File: config.mk
export PLATFORM = sky130hd
export DESIGN_NAME = nps_queue
export DESIGN_NICKNAME = d
export VERILOG_FILES = /design/src/design/nps_pkg.sv /design/src/design/nps_queue.sv
export SDC_FILE = /design/constraint.sdc
export NUM_CORES = 1
export LEC_CHECK = 0
export BUFFER_PORTS_ARGS = -buffer_cell sky130_fd_sc_hd__buf_2
export CAP_MARGIN = 20
export CORE_MARGIN = 5
export CORE_UTILIZATION = 50
export DETAILED_ROUTE_END_ITERATION = 10
export GPL_TIMING_DRIVEN = 0
export PLACE_DENSITY = 0.83
export SETUP_SLACK_MARGIN = 0.5
export SYNTH_ARGS = -nofsm -noshare
export SYNTH_HDL_FRONTEND = slang
export SYNTH_SLANG_ARGS = --single-unit
File: constraint.sdc
create_clock -name clock -period 4.85 [get_ports clock]
set_clock_uncertainty 0.15 [all_clocks]
set_input_delay 0.2425 -clock clock [delete_from_list [all_inputs] [get_ports clock]]
set_output_delay 0.2425 -clock clock [all_outputs]
set_load 0.02 [all_outputs]
File: src/design/nps_pkg.sv
// ----------------------------------------------------------------------------
// Nearest polyline segment package
// Shared widths, defaults and the queue entry type.
// ----------------------------------------------------------------------------
package nps_pkg;

   localparam int MaxVerticesDefault = 1024;
   localparam int CoordWidthDefault  = 16;
   localparam int InWidth            = 16;
   localparam int IdxWidth           = 10;
   localparam int DistWidth          = 17;
   localparam int MarginWidth        = 8;
   localparam logic [DistWidth-1:0] DistMax = '1;

   // one classified segment job, passed from front to back
   typedef struct packed {
      logic                 has_seg;   // a segment is closed by this vertex
      logic                 last;      // run ends with this vertex
      logic signed [17:0]   px;        // query minus start
      logic signed [17:0]   py;
      logic signed [17:0]   ex;        // query minus end
      logic signed [17:0]   ey;
      logic signed [17:0]   lx;        // end minus start
      logic signed [17:0]   ly;
   } job_type;

   typedef enum logic [2:0] {
      ST_IDLE, ST_MUL, ST_PICK, ST_SQRT, ST_DIV, ST_UPDATE, ST_OUT
   } back_state_type;

endpackage

File: src/design/nps_queue.sv
// ----------------------------------------------------------------------------
// Nearest polyline segment job queue
// Two-entry register queue between front and back ends.
// ----------------------------------------------------------------------------
module nps_queue (
   input  logic             clock,
   input  logic             reset,
   input  logic             in_valid,
   output logic             in_ready,
   input  nps_pkg::job_type in_job,
   output logic             out_valid,
   input  logic             out_ready,
   output nps_pkg::job_type out_job
);
   import nps_pkg::*;

   job_type mem_ff [2];
   logic wr_ff, rd_ff;
   logic [1:0] cnt_ff;
   logic push, pop;

   assign in_ready  = (cnt_ff != 2'd2);
   assign out_valid = (cnt_ff != 2'd0);
   assign out_job   = mem_ff[rd_ff];
   assign push = in_valid && in_ready;
   assign pop  = out_valid && out_ready;

   // store entries
   always_ff @(posedge clock) begin
      if (push) begin
         mem_ff[wr_ff] <= in_job;
      end
   end

   // move pointers
   always_ff @(posedge clock) begin
      if (reset) begin
         wr_ff  <= 1'b0;
         rd_ff  <= 1'b0;
         cnt_ff <= '0;
      end else begin
         if (push) wr_ff <= !wr_ff;
         if (pop)  rd_ff <= !rd_ff;
         cnt_ff <= cnt_ff + {1'b0, push} - {1'b0, pop};
      end
   end

endmodule

==> impl_results.md <==
- Post-CTS setup buffers: 0
- Initial drt markers: about 270
- DRT Wirelength: 18.7 mm
- PD cells: approximately 460 mW/mm^2
- Fill cell count: 956
- Comb power frac: 24.0%
- Core ar.: around 0.016 sq mm
- Hold Crit Depth: 4
- Fin crit share: between 40% and 50%
- Worst EP required: around 4.9 ns
- Critical-path top delay cell: inv_4
- Reg-to-reg setup timing slack: 2.55 ns
- Hold EP: rd_ff
- Worst-skew pair later-pin latency: 0.48 ns
- CTS tree: built
- Yosys cell types: 24
- Share of cells above drive strength 1: ~44%
- FF-to-FF path depth: 4
- Most common cell after layout, fill and taps aside: buf_2
- Multiplexer share of the synthesized area: 15.1%
- Number of flops mapped to enable cells by yosys: 220
- Post-synth ARST share: 0%
- CTS Root Cell: clkbuf_16
- Critical path peak fanout: between 50 and 60
- Sw Pwr: 1460 uW
- Clk slew on worst S/H paths: around 0.060 ns
- Worst r2r src: cnt_ff[0]
- Status: complete, no violations
- Total chip power: 5250 uW
- CP max stage delay: between 0.5 and 0.6 ns
- Slew HR: a little under half
- Hold slack: 0.0653 ns
- Port buffer count: around 230
- Min Tclk post-route: 2.30 ns
- Synth Warn #: 0
- Number of H-tree levels: 1
- Final net count: 850
- Max cap viols: 0
- First-pass GRT wire length: ~29 mm
- Hold Path Class: in2reg
- Fmax achieved: 0.435 GHz
- Post-Syn Area: 0.00819 sq mm
- Seq cells post-synth: 225
- Complex-gate fraction of the synthesized area: 0.535%
- Area growth, synth to finish: 39.7%
- Largest net degree at the start of global routing: 59
- Mapped Cells: approximately 370
- Number of global-route vias before repair: 5,372
- Wire per inst: 19.4 microns
- Clk buf depth: 3
- Post-DP HPWL: 10.9 mm
- Setup crit end kind: flop
- CTS buffer count: 23
- Clock power share: between 30 and 40%
- Crit path arrival time: around 2.3 ns
- Critical path cell sequence: nand2b_1 > nand3b_1 > inv_4 > buf_16
- Leakage: 0.00435 uW
- Peak supply drop: 0.409 mV
- I/O pin count: 226
- Worst flop-to-flop path endpoint: mem_ff[0][44]
- WP buf/inv: 2
- WS Path Type: reg2reg
- Vias per Instance: approximately 5.0
- Global route overflow: 0
- Die Y: roughly 140 microns
- Syn Area/Cell: roughly 22 sq um
- Vias: 4,822
- Initial Utilization: between 50% and 60%
- # setup viols final: 0
- Post-synthesis net count: 486
- Seq/Total Area, Yosys: 81.9%
- Hold_sp: out_ready
- Synth Area in Adders: 0.153%
- CP Launch Type: flop
- Post-synth top flop: edfxtp_1
- Sw Share: 27.8%
- Final Hold Fails: 0
- Overall Global Routing Usage: between 10% and 20%
- Crit path max-delay family: buffers and inverters
- RSZ-0062 raised after global routing: false
- CTS Sinks: approximately 230
- DRT Pass-1 Iters: 5
- Final GP Congestion: 0.712
- Flop pwr share: between 40% and 50%
- Die ar.: approximately 0.019 sq mm
- Fraction of synthesized cell area in xor and xnor cells: less than 1%
- Slew of the pin with the lowest slew margin: roughly 0.8 ns
- DRC: 0
- Most frequent cells in the layout: 227 x buf_2, 220 x edfxtp_1, 112 x dlygate4sd3_1, 57 x mux2_2, 53 x mux2_1
- Largest family of logic cells by synthesized area: multiplexers
- Slew Limit Fails: 0
- Die width: between 100 and 150 microns
- DRT antenna net count: 0
- Post-synthesis simple-gate area fraction: between 1 and 1.5%
- Cell internal pwr: around 3800 uW
- Std-Cell Rows: 46
- Antenna violations before repair: 0
-- worst max path at each step --
| stage | cells past startpoint | endpoint | start |
|---|---|---|---|
| after floorplan | 2 | mem_ff[1][0] | cnt_ff[0] |
| after global placement | 2 | mem_ff[1][44] | cnt_ff[0] |
| after detailed placement | 4 | mem_ff[0][44] | cnt_ff[0] |
| after CTS | 4 | out_job[98] | flop |
| after global routing | 4 | mem_ff[0][43] | cnt_ff[0] |
| final | 4 | mem_ff[0][44] | cnt_ff[0] |
-- repair_timing --
item	4_1_cts	5_1_grt
gates resized for setup	0	0
endpoints found under the hold margin	225	0
hold buffers	112	0
-- kinds of logic after synthesis --
family / Yosys count
flops: 225
mux: 110
simple gates: 15
buf+inv: 13
compound gates: 6
xor+xnor: 1
fa+ha+maj: 1
-- through the flow --
step                      setup WS (ns)  setup TNS, ns  cell area, sq um  util (%)  cells
final                              2.55              0             11400      71.5    966
after global routing               2.42              0             11400      71.5    965
after CTS                          2.50              0             11400      71.5    965
after detailed placement           2.59              0              9650      60.3    814
after global placement          -0.0379          -3.04              9590      59.9    812
after floorplan                   0.907              0              8190         -    371
-- power groups by stage --
stage                     Combinational, uW  Sequential (uW)  Clock (uW)
after floorplan                         777             2450           0
after global placement                 1130             2460           0
after detailed placement               1180             2450           0
after CTS                              1260             2410        1610
after global routing                   1340             2430        1710
final                                  1260             2410        1580
-- tightest hold or removal path, cell delays in order --
cell and delay, ns:
buf_2 0.13, o21ai_0 0.11, xor2_1 0.09, nor2_1 0.08
-- state kept, by name, indices dropped and copies added (netlist names), named ones only --
signal,cells
cnt_ff,2
mem_ff,220
rd_ff,1
wr_ff,1
-- layer usage --
layer	wire length (microns)	part of all wire, %	track usage [%]
met5	0	0	0
met4	524	2.8	5.87
met3	1350	7.2	5.41
met2	10200	55	37.0
met1	6620	35	21.2
-- layout make-up --
type | count | area (sq um) | area share [%]
repair buffers | 339 | 2300 | 20.1
flip-flops and latches | 225 | 6710 | 58.6
multi-input cells | 133 | 1400 | 12.2
well taps | 216 | 270 | 2.36
clock inverters | 10 | 72.6 | 0.634
diodes | 1 | 2.50 | 0.0219
clock buffers | 29 | 598 | 5.23
plain buffers | 12 | 85.1 | 0.743
inverters | 1 | 6.26 | 0.0547
-- cell usage after synthesis, types with 2 or more instances --
master / n / area, sq um
edfxtp_1: 220 / 6610
buf_4: 10 / 75.1
buf_2: 2 / 10.0
mux2_1: 53 / 597
dfxtp_1: 5 / 100
mux2_2: 57 / 642
nor2_1: 4 / 15.0
and3_1: 2 / 12.5
nor2b_1: 2 / 12.5
o21ai_0: 2 / 10.0
No activity file was read; power rests on OpenSTA's default activity.
