--- src/design/nps_pkg.sv ---
// ----------------------------------------------------------------------------
// Nearest polyline segment package
// Shared widths, defaults and the queue entry type.
// ----------------------------------------------------------------------------
package nps_pkg;

   localparam int MaxVerticesDefault = 1024;
   localparam int CoordWidthDefault  = 16;
   localparam int InWidth            = 16;
   localparam int IdxWidth           = 10;
   localparam int DistWidth          = 17;
   localparam int MarginWidth        = 8;
   localparam logic [DistWidth-1:0] DistMax = '1;

   // one classified segment job, passed from front to back
   typedef struct packed {
      logic                 has_seg;   // a segment is closed by this vertex
      logic                 last;      // run ends with this vertex
      logic signed [17:0]   px;        // query minus start
      logic signed [17:0]   py;
      logic signed [17:0]   ex;        // query minus end
      logic signed [17:0]   ey;
      logic signed [17:0]   lx;        // end minus start
      logic signed [17:0]   ly;
   } job_type;

   typedef enum logic [2:0] {
      ST_IDLE, ST_MUL, ST_PICK, ST_SQRT, ST_DIV, ST_UPDATE, ST_OUT
   } back_state_type;

endpackage

--- src/design/nps_front.sv ---
// ----------------------------------------------------------------------------
// Nearest polyline segment front end
// Accept vertices, form segment differences and push jobs to the queue.
// ----------------------------------------------------------------------------
module nps_front #(
   parameter int MaxVertices = nps_pkg::MaxVerticesDefault,
   parameter int CoordWidth  = nps_pkg::CoordWidthDefault
) (
   input  logic                                clock,
   input  logic                                reset,
   input  logic                                req_valid,
   output logic                                req_ready,
   input  logic signed [nps_pkg::InWidth-1:0]  req_query_x,
   input  logic signed [nps_pkg::InWidth-1:0]  req_query_y,
   input  logic signed [nps_pkg::InWidth-1:0]  req_vertex_x,
   input  logic signed [nps_pkg::InWidth-1:0]  req_vertex_y,
   input  logic                                req_last_vertex,
   output logic                                job_valid,
   input  logic                                job_ready,
   output nps_pkg::job_type                    job
);
   import nps_pkg::*;

   localparam int Eff = (CoordWidth > 16) ? 16 : CoordWidth;
   localparam int CntWidth = $clog2(MaxVertices);

   logic signed [15:0] prev_x_ff, prev_x_in, prev_y_ff, prev_y_in;
   logic have_prev_ff, have_prev_in;
   logic [CntWidth-1:0] cnt_ff, cnt_in;
   logic signed [17:0] qx, qy, vx, vy, ax, ay;
   logic take;

   // sign-extend from the effective coordinate width
   function automatic logic signed [17:0] sx(input logic [15:0] v);
      logic signed [15:0] t;
      t = $signed(v << (16 - Eff)) >>> (16 - Eff);
      return 18'(t);
   endfunction

   assign qx = sx(req_query_x);
   assign qy = sx(req_query_y);
   assign vx = sx(req_vertex_x);
   assign vy = sx(req_vertex_y);
   assign ax = 18'(prev_x_ff);
   assign ay = 18'(prev_y_ff);

   assign req_ready = job_ready;
   assign job_valid = req_valid;
   assign take = req_valid && job_ready;

   // classify the vertex
   always_comb begin
      job.has_seg = have_prev_ff && (32'(cnt_ff) < 32'(MaxVertices - 1));
      job.last    = req_last_vertex;
      job.px      = qx - ax;
      job.py      = qy - ay;
      job.ex      = qx - vx;
      job.ey      = qy - vy;
      job.lx      = vx - ax;
      job.ly      = vy - ay;
   end

   // advance run state
   always_comb begin
      prev_x_in    = prev_x_ff;
      prev_y_in    = prev_y_ff;
      have_prev_in = have_prev_ff;
      cnt_in       = cnt_ff;
      if (take) begin
         prev_x_in    = vx[15:0];
         prev_y_in    = vy[15:0];
         have_prev_in = !req_last_vertex;
         if (req_last_vertex) begin
            cnt_in = '0;
         end else if (job.has_seg) begin
            cnt_in = cnt_ff + 1'b1;
         end
      end
   end

   always_ff @(posedge clock) begin
      if (reset) begin
         prev_x_ff    <= '0;
         prev_y_ff    <= '0;
         have_prev_ff <= 1'b0;
         cnt_ff       <= '0;
      end else begin
         prev_x_ff    <= prev_x_in;
         prev_y_ff    <= prev_y_in;
         have_prev_ff <= have_prev_in;
         cnt_ff       <= cnt_in;
      end
   end

endmodule

--- config.mk ---
export PLATFORM = sky130hd
export DESIGN_NAME = nps_front
export DESIGN_NICKNAME = d
export VERILOG_FILES = /design/src/design/nps_pkg.sv /design/src/design/nps_front.sv
export SDC_FILE = /design/constraint.sdc
export NUM_CORES = 1
export LEC_CHECK = 0
export ABC_AREA = 1
export CAP_MARGIN = 20
export CORE_ASPECT_RATIO = 0.5
export CORE_UTILIZATION = 59
export CTS_CLUSTER_SIZE = 14
export DETAILED_ROUTE_END_ITERATION = 7
export DONT_BUFFER_PORTS = 1
export PLACE_DENSITY = 0.79
export SLEW_MARGIN = 25
export SYNTH_ARGS = -nofsm -noshare
export SYNTH_HDL_FRONTEND = slang
export SYNTH_SLANG_ARGS = --single-unit
export TNS_END_PERCENT = 5
--- constraint.sdc ---
create_clock -name clock -period 1.98 [get_ports clock]
set_input_delay 0.099 -clock clock [delete_from_list [all_inputs] [get_ports clock]]
set_output_delay 0.099 -clock clock [all_outputs]
set_load 0.05 [all_outputs]
==> results of run 1 <==
cells in the final DEF, fill, tap and decap left out, drive strengths merged, types with 5 or more instances in the layout:
cell / Yosys / routed
nand2: 398 / 398
inv: 195 / 195
a21oi: 130 / 130
buf: 11 / 114
nor2: 99 / 99
ha: 97 / 97
o21ai: 81 / 81
nand3: 67 / 67
dfxtp: 43 / 43
xor2: 36 / 36
and2: 24 / 24
a21o: 12 / 12
xnor2: 6 / 6
fa: 6 / 6
clkbuf: 10 / 5
through the flow:
stage                     setup TNS [ns]  area, um2  worst slack, ns  instances  hold slack, ns
after CTS                          -3.97       9140           -0.151       1477         0.00303
final                             -12.09       9590           -0.551       1481        -0.00556
after global routing              -15.85       9590           -0.582       1481        -0.00875
after global placement                 0       8520           0.0156       1464           0.169
after floorplan                    -1.83       7040           -0.138       1219           0.168
after detailed placement          -0.139       8520          -0.0410       1464           0.171
path summary, 6_finish.rpt:
path                         startpoint                    endpoint  slack (ns)  cells past startpoint
max           prev_x_ff[9]$_SDFFE_PP0P_                     job[31]       -0.55                      9
min                    req_vertex_y[10]  prev_y_ff[10]$_SDFFE_PP0P_      -0.006                      2
max reg2reg      cnt_ff[0]$_SDFFE_PP0P_      cnt_ff[3]$_SDFFE_PP0P_        0.11                      9
min reg2reg  prev_y_ff[10]$_SDFFE_PP0P_  prev_y_ff[10]$_SDFFE_PP0P_        0.51                      2
power by group through the flow:
stage	clock (mW)	combinational, mW	sequential (mW)
floorplan	0	3.30	0.947
global placement	0	4.88	0.950
detailed placement	0	4.96	0.953
CTS	0.978	5.17	0.937
global route	1.05	5.93	0.946
finish	1.04	5.66	0.944
layer usage:
layer / wire length, um / track usage [%] / vias to the layer above
li1: - / - / 4060
met1: 10300 / 44.5 / 4150
met2: 12700 / 70.4 / 845
met3: 4000 / 10.8 / 301
met4: 2550 / 21.6 / 0
met5: 0 / 0 / -
timing repair:
action,4_1_cts,5_1_grt
pin swaps,14,25
resized for setup,102,103
endpoints found under the setup margin,57,67
buffers inserted,4,3
endpoints found under the hold margin,5,1
hold buffers,1,1
cells in the mapped netlist, drive strengths merged:
cell type	n	share of area, %
inv	195	11
nor2	99	5.4
xnor2	6	0.75
xor2	36	4.5
clkinv	1	0.054
nand2	398	22
buf	11	1.2
fa	6	1.7
and2	24	2.2
a21oi	130	9.3
ha	97	17
a21o	12	1.3
nor3	1	0.072
dfxtp	43	12
nand4	1	0.090
o21bai	1	0.11
o21ai	81	5.8
nand3	67	4.9
clkbuf	10	0.54
registers in the layout, summed over array words and instances (netlist names):
| name | flops |
|---|---|
| cnt_ff | 10 |
| have_prev_ff | 1 |
| prev_x_ff | 16 |
| prev_y_ff | 16 |
area by class of cell:
type / count / share of cell area (%)
flip-flops and latches: 43 / 9.14
inverters: 196 / 7.73
multi-input cells: 959 / 63.5
repair buffers: 116 / 15.8
clock inverters: 3 / 0.457
clock buffers: 5 / 1.31
well taps: 159 / 2.08
cells by family after synthesis:
kind of cell	Yosys count	share of synthesized area, %
AOI/OAI and AO/OA	224	16.5
xor gates and xnor gates	42	5.28
adders and majority gates	103	19.1
buffers and inverters	217	12.3
DFF	43	12.3
and+or+nand+nor	590	34.4
worst max-delay path: stages, from the launching register on:
cell and delay (ns):
dfxtp_1 0.33, inv_1 0.09, ha_1 0.45, nand2_2 0.19, nor2_4 0.23, and2_1 0.28, nand2_1 0.15, nand3_1 0.15
nand2_2 0.09, buf_12 0.15
==> results.sh, run 1 <==
export IMPL_status="complete, but fails checks"
export IMPL_violations="design-rule violations, negative hold slack, negative setup slack"
export IMPL_leakage_nw=4.87
export IMPL_ir_drop_mv=0.592
export IMPL_fill_cells=635
export IMPL_seq_area_um2=876
export IMPL_holdCritPathClass="input pin to flip-flop"
export IMPL_cts_buffers=5
export IMPL_detail_route_wl_per_cell_um=19.9
export IMPL_initial_core_util_pct=62.0
export IMPL_avgSynthCellArea_um2=5.72
export IMPL_ys_types=25
export IMPL_antenna_found_initial=0
export IMPL_clk_path_buf_depth=2
export IMPL_relSlewSlack_pct=59.1
export IMPL_rsz0062_at_grt="yes"
export IMPL_port_buffers=0
export IMPL_holdWs_ns=-0.00556
export IMPL_setup_viol=57
export IMPL_p_int_mw=3.53
export IMPL_period_share_pct=128
export IMPL_drt_initial_drc_count=1479
export IMPL_required_ns=1.88
export IMPL_cts_tree="done"
export IMPL_rows=27
export IMPL_p_per_area_nw_per_um2=798
export IMPL_maxSlewViolCount=0
export IMPL_syn_cell_area_um2=6970
export IMPL_p_switching_mw=4.11
export IMPL_die_area_um2=12300
export IMPL_yosys_warnings=0
export IMPL_clk_pin_slew_ns=0.07
export IMPL_vias_per_cell=6.32
export IMPL_p_seq_share_pct=12.3
export IMPL_crit_arrival_ns=2.43
export IMPL_setup_slack_ns=-0.551
export IMPL_grt_pass1_vias=8407
export IMPL_syn_num_nets=1391
export IMPL_die_w_um=156
export IMPL_hpwlAfterDp_um=17000
export IMPL_place_congestion=0.945
export IMPL_clk_latency_ns=0.31
export IMPL_synth_cells=1219
export IMPL_htree_levels=2
export IMPL_grt_max_degree=62
export IMPL_worst_slew_pin_slew_ns=0.610
export IMPL_area_delta_synth_final_pct=37.5
export IMPL_seq_area_frac_synth_pct=12.3
export IMPL_ys_ff_latch=43
export IMPL_max_cap_viol_count=0
export IMPL_multi_input_area_um2=6080
export IMPL_fin_crit_ns=2.53
export IMPL_fmax_mhz=395
export IMPL_grt_ovfl_total=0
export IMPL_vias=9356
export IMPL_hold_viol=2
export IMPL_worstPathMaxFanout=5
export IMPL_utilization_pct=85.2
export IMPL_postRouteAntennaNets=0
export IMPL_final_setup_skew_ns=0.00840
export IMPL_p_sw_share_pct=53.8
export IMPL_start_kind="flip-flop"
export IMPL_groute_usage_overall_pct=40.0
export IMPL_drive_above_1_share_pct=22.6
export IMPL_wirelength_um=29500
export IMPL_cts_sinks=43
export IMPL_final_nets=1493
export IMPL_num_antenna_cells=0
export IMPL_firstDrtPassIters=8
export IMPL_crit_type="flip-flop to output pin"
export IMPL_io_pins=181
export IMPL_end_kind="output pin"
export IMPL_drc=90
export IMPL_report_power_total_mw=7.65
export IMPL_combPwrFrac_pct=74.0
export IMPL_die_h_um=78.9
export IMPL_clkPwrFrac_pct=13.6
export IMPL_coreArea_um2=11200
export IMPL_grt_pass1_wl_um=39600
export IMPL_ctsRootBufferMaster="clkbuf_16"
Note: power is estimated with default switching activity, not from simulation.
==> run 2: changes to the inputs <==
--- a/config.mk
+++ b/config.mk
@@ -12,6 +12,7 @@
 export CTS_CLUSTER_SIZE = 14
 export DETAILED_ROUTE_END_ITERATION = 7
 export DONT_BUFFER_PORTS = 1
+export MAX_ROUTING_LAYER = met4
 export PLACE_DENSITY = 0.79
 export SLEW_MARGIN = 25
 export SYNTH_ARGS = -nofsm -noshare
==> run 2 against run 1 <==
  * The run still ends with design-rule violations, negative hold slack, negative setup slack left
  * First-iteration DRC count is 32% lower
  * Worst setup slack better by 0.19 ns
  * Worst hold slack better by 0.0027 ns
  * Die area stayed put
  * Via count is 3.6% lower
  * Flip-flop and latch count stayed put
  * Critical endpoint is now job[33]
  * Largest cell class unchanged
==> results.sh, run 2 (synthesis results as in run 1) <==
export IMPL_fin_crit_ns=2.34
export IMPL_p_seq_share_pct=12.7
export IMPL_end_kind="output pin"
export IMPL_final_setup_skew_ns=0.0139
export IMPL_die_h_um=78.9
export IMPL_p_switching_mw=4.00
export IMPL_area_delta_synth_final_pct=37.0
export IMPL_period_share_pct=118
export IMPL_cts_tree="done"
export IMPL_setup_viol=56
export IMPL_status="complete, but fails checks"
export IMPL_maxSlewViolCount=0
export IMPL_start_kind="flip-flop"
export IMPL_grt_pass1_vias=7991
export IMPL_worstPathMaxFanout=5
export IMPL_cts_buffers=5
export IMPL_holdCritPathClass="input pin to flip-flop"
export IMPL_r2r_start="cnt_ff[0]$_SDFFE_PP0P_"
export IMPL_dpl_instance_area_um2=8520
export IMPL_die_area_um2=12300
export IMPL_max_cap_viol_count=0
export IMPL_antenna_found_initial=1
export IMPL_required_ns=1.88
export IMPL_most_common_layout_cells="nand2_1, inv_1, a21oi_1"
export IMPL_initial_core_util_pct=62.0
export IMPL_die_w_um=156
export IMPL_rsz0062_at_grt="yes"
export IMPL_place_congestion=0.992
export IMPL_ir_drop_mv=0.588
export IMPL_detail_route_wl_per_cell_um=18.2
export IMPL_min_path_cells=2
export IMPL_cts_sinks=43
export IMPL_setup_slack_ns=-0.360
export IMPL_vias_per_cell=6.08
export IMPL_final_common_cell="nand2_1"
export IMPL_grt_max_degree=62
export IMPL_holdWs_ns=-0.00286
export IMPL_final_nets=1494
export IMPL_reg2reg_to="cnt_ff[2]$_SDFFE_PP0P_"
export IMPL_min_to="prev_y_ff[1]$_SDFFE_PP0P_"
export IMPL_vias=9020
export IMPL_drive_above_1_share_pct=22.4
export IMPL_clkPwrFrac_pct=11.6
export IMPL_htree_levels=2
export IMPL_coreArea_um2=11200
export IMPL_clk_pin_slew_ns=0.07
export IMPL_p_int_mw=3.39
export IMPL_grt_pass1_wl_um=36200
export IMPL_grt_ovfl_total=0
export IMPL_drt_initial_drc_count=1001
export IMPL_drc=2
export IMPL_fmax_mhz=427
export IMPL_combPwrFrac_pct=75.7
export IMPL_clk_path_buf_depth=2
export IMPL_fin_area_um2=9550
export IMPL_port_buffers=0
export IMPL_holdCritStartpoint="req_vertex_y[1]"
export IMPL_io_pins=181
export IMPL_rows=27
export IMPL_reg2regPathDepth=9
export IMPL_wirelength_um=27000
export IMPL_crit_arrival_ns=2.24
export IMPL_p_per_area_nw_per_um2=773
export IMPL_p_sw_share_pct=54.1
export IMPL_hpwlAfterDp_um=17100
export IMPL_hold_viol=1
export IMPL_firstDrtPassIters=8
export IMPL_utilization_pct=84.9
export IMPL_violations="design-rule violations, negative hold slack, negative setup slack"
export IMPL_ctsRootBufferMaster="clkbuf_16"
export IMPL_groute_usage_overall_pct=37.2
export IMPL_leakage_nw=4.88
export IMPL_crit_type="flip-flop to output pin"
export IMPL_r2r_setup_slack_ns=0.27
export IMPL_worst_slew_pin_slew_ns=0.585
export IMPL_clk_latency_ns=0.30
export IMPL_postRouteAntennaNets=0
export IMPL_largestRegisters="prev_x_ff (16), prev_y_ff (16), cnt_ff (10)"
export IMPL_relSlewSlack_pct=61.0
run 2: cell count changes in the layout (fill, tap and decap cells not counted), sizes merged:
cell / before / now
bufinv: 1 / 0
diode: 0 / 1
buf: 114 / 115
clkinvlp: 0 / 1
clkinv: 3 / 2
clkbuf: 5 / 6
run 2: worst max-delay path by stage:
stage                                          start  endpoint  slack (ns)  cells past startpoint
after CTS                  prev_y_ff[0]$_SDFFE_PP0P_   job[89]       -0.16                     11
final                     prev_x_ff[10]$_SDFFE_PP0P_   job[33]       -0.36                      8
after floorplan                       req_query_x[0]   job[71]       -0.14                     11
after global routing       prev_x_ff[5]$_SDFFE_PP0P_   job[33]       -0.46                     11
after global placement     prev_x_ff[0]$_SDFFE_PP0P_   job[34]        0.01                     10
after detailed placement   prev_x_ff[0]$_SDFFE_PP0P_   job[32]       -0.04                     10
run 2: stage by stage:
step	power, mW	std cells	setup TNS [ns]	setup slack, ns
after floorplan	4.24	1219	-1.83	-0.138
after global placement	5.83	1463	0	0.0109
after detailed placement	5.91	1463	-0.141	-0.0418
after CTS	6.89	1477	-3.72	-0.160
after global routing	7.66	1483	-13.36	-0.456
final	7.38	1483	-10.25	-0.360
run 2: critical path, cell delays in order (launching register included):
cell	delay [ns]
dfxtp_1	0.31
inv_1	0.08
ha_1	0.38
a21oi_1	0.25
o21ai_0	0.20
a21oi_1	0.32
nand3_1	0.12
nand2_1	0.14
buf_12	0.14
run 2: routing by layer:
metal / share of wire [%] / up-vias / track usage (%)
met5: 0 / - / -
met3: 11 / 244 / 7.26
li1: - / 4069 / -
met2: 46 / 705 / 68.3
met1: 37 / 4002 / 40.5
met4: 6.9 / 0 / 13.4
run 2: power by group through the flow:
stage | logic [mW] | registers, mW | clock network, mW
3_3_place_gp | 4.88 | 0.950 | 0
3_5_place_dp | 4.95 | 0.952 | 0
2_1_floorplan | 3.30 | 0.947 | 0
5_1_grt | 5.86 | 0.942 | 0.857
6_report | 5.59 | 0.939 | 0.857
4_1_cts | 5.14 | 0.936 | 0.814
run 2: timing repair:
action	CTS	global route
resized for setup	93	114
hold buffers	1	1
setup endpoints to repair	56	65
endpoints found under the hold margin	5	1
pin swaps	14	28
buffers inserted	5	4
run 2: area by class of cell:
class | instances | area [um2]
Antenna cell | 1 | 2.50
Clock buffer | 6 | 129
Clock inverter | 2 | 12.5
Fill cell | 681 | 1700
Inverter | 196 | 736
Multi-Input combinational cell | 959 | 6070
Sequential cell | 43 | 876
Tap cell | 159 | 199
Timing Repair Buffer | 117 | 1530
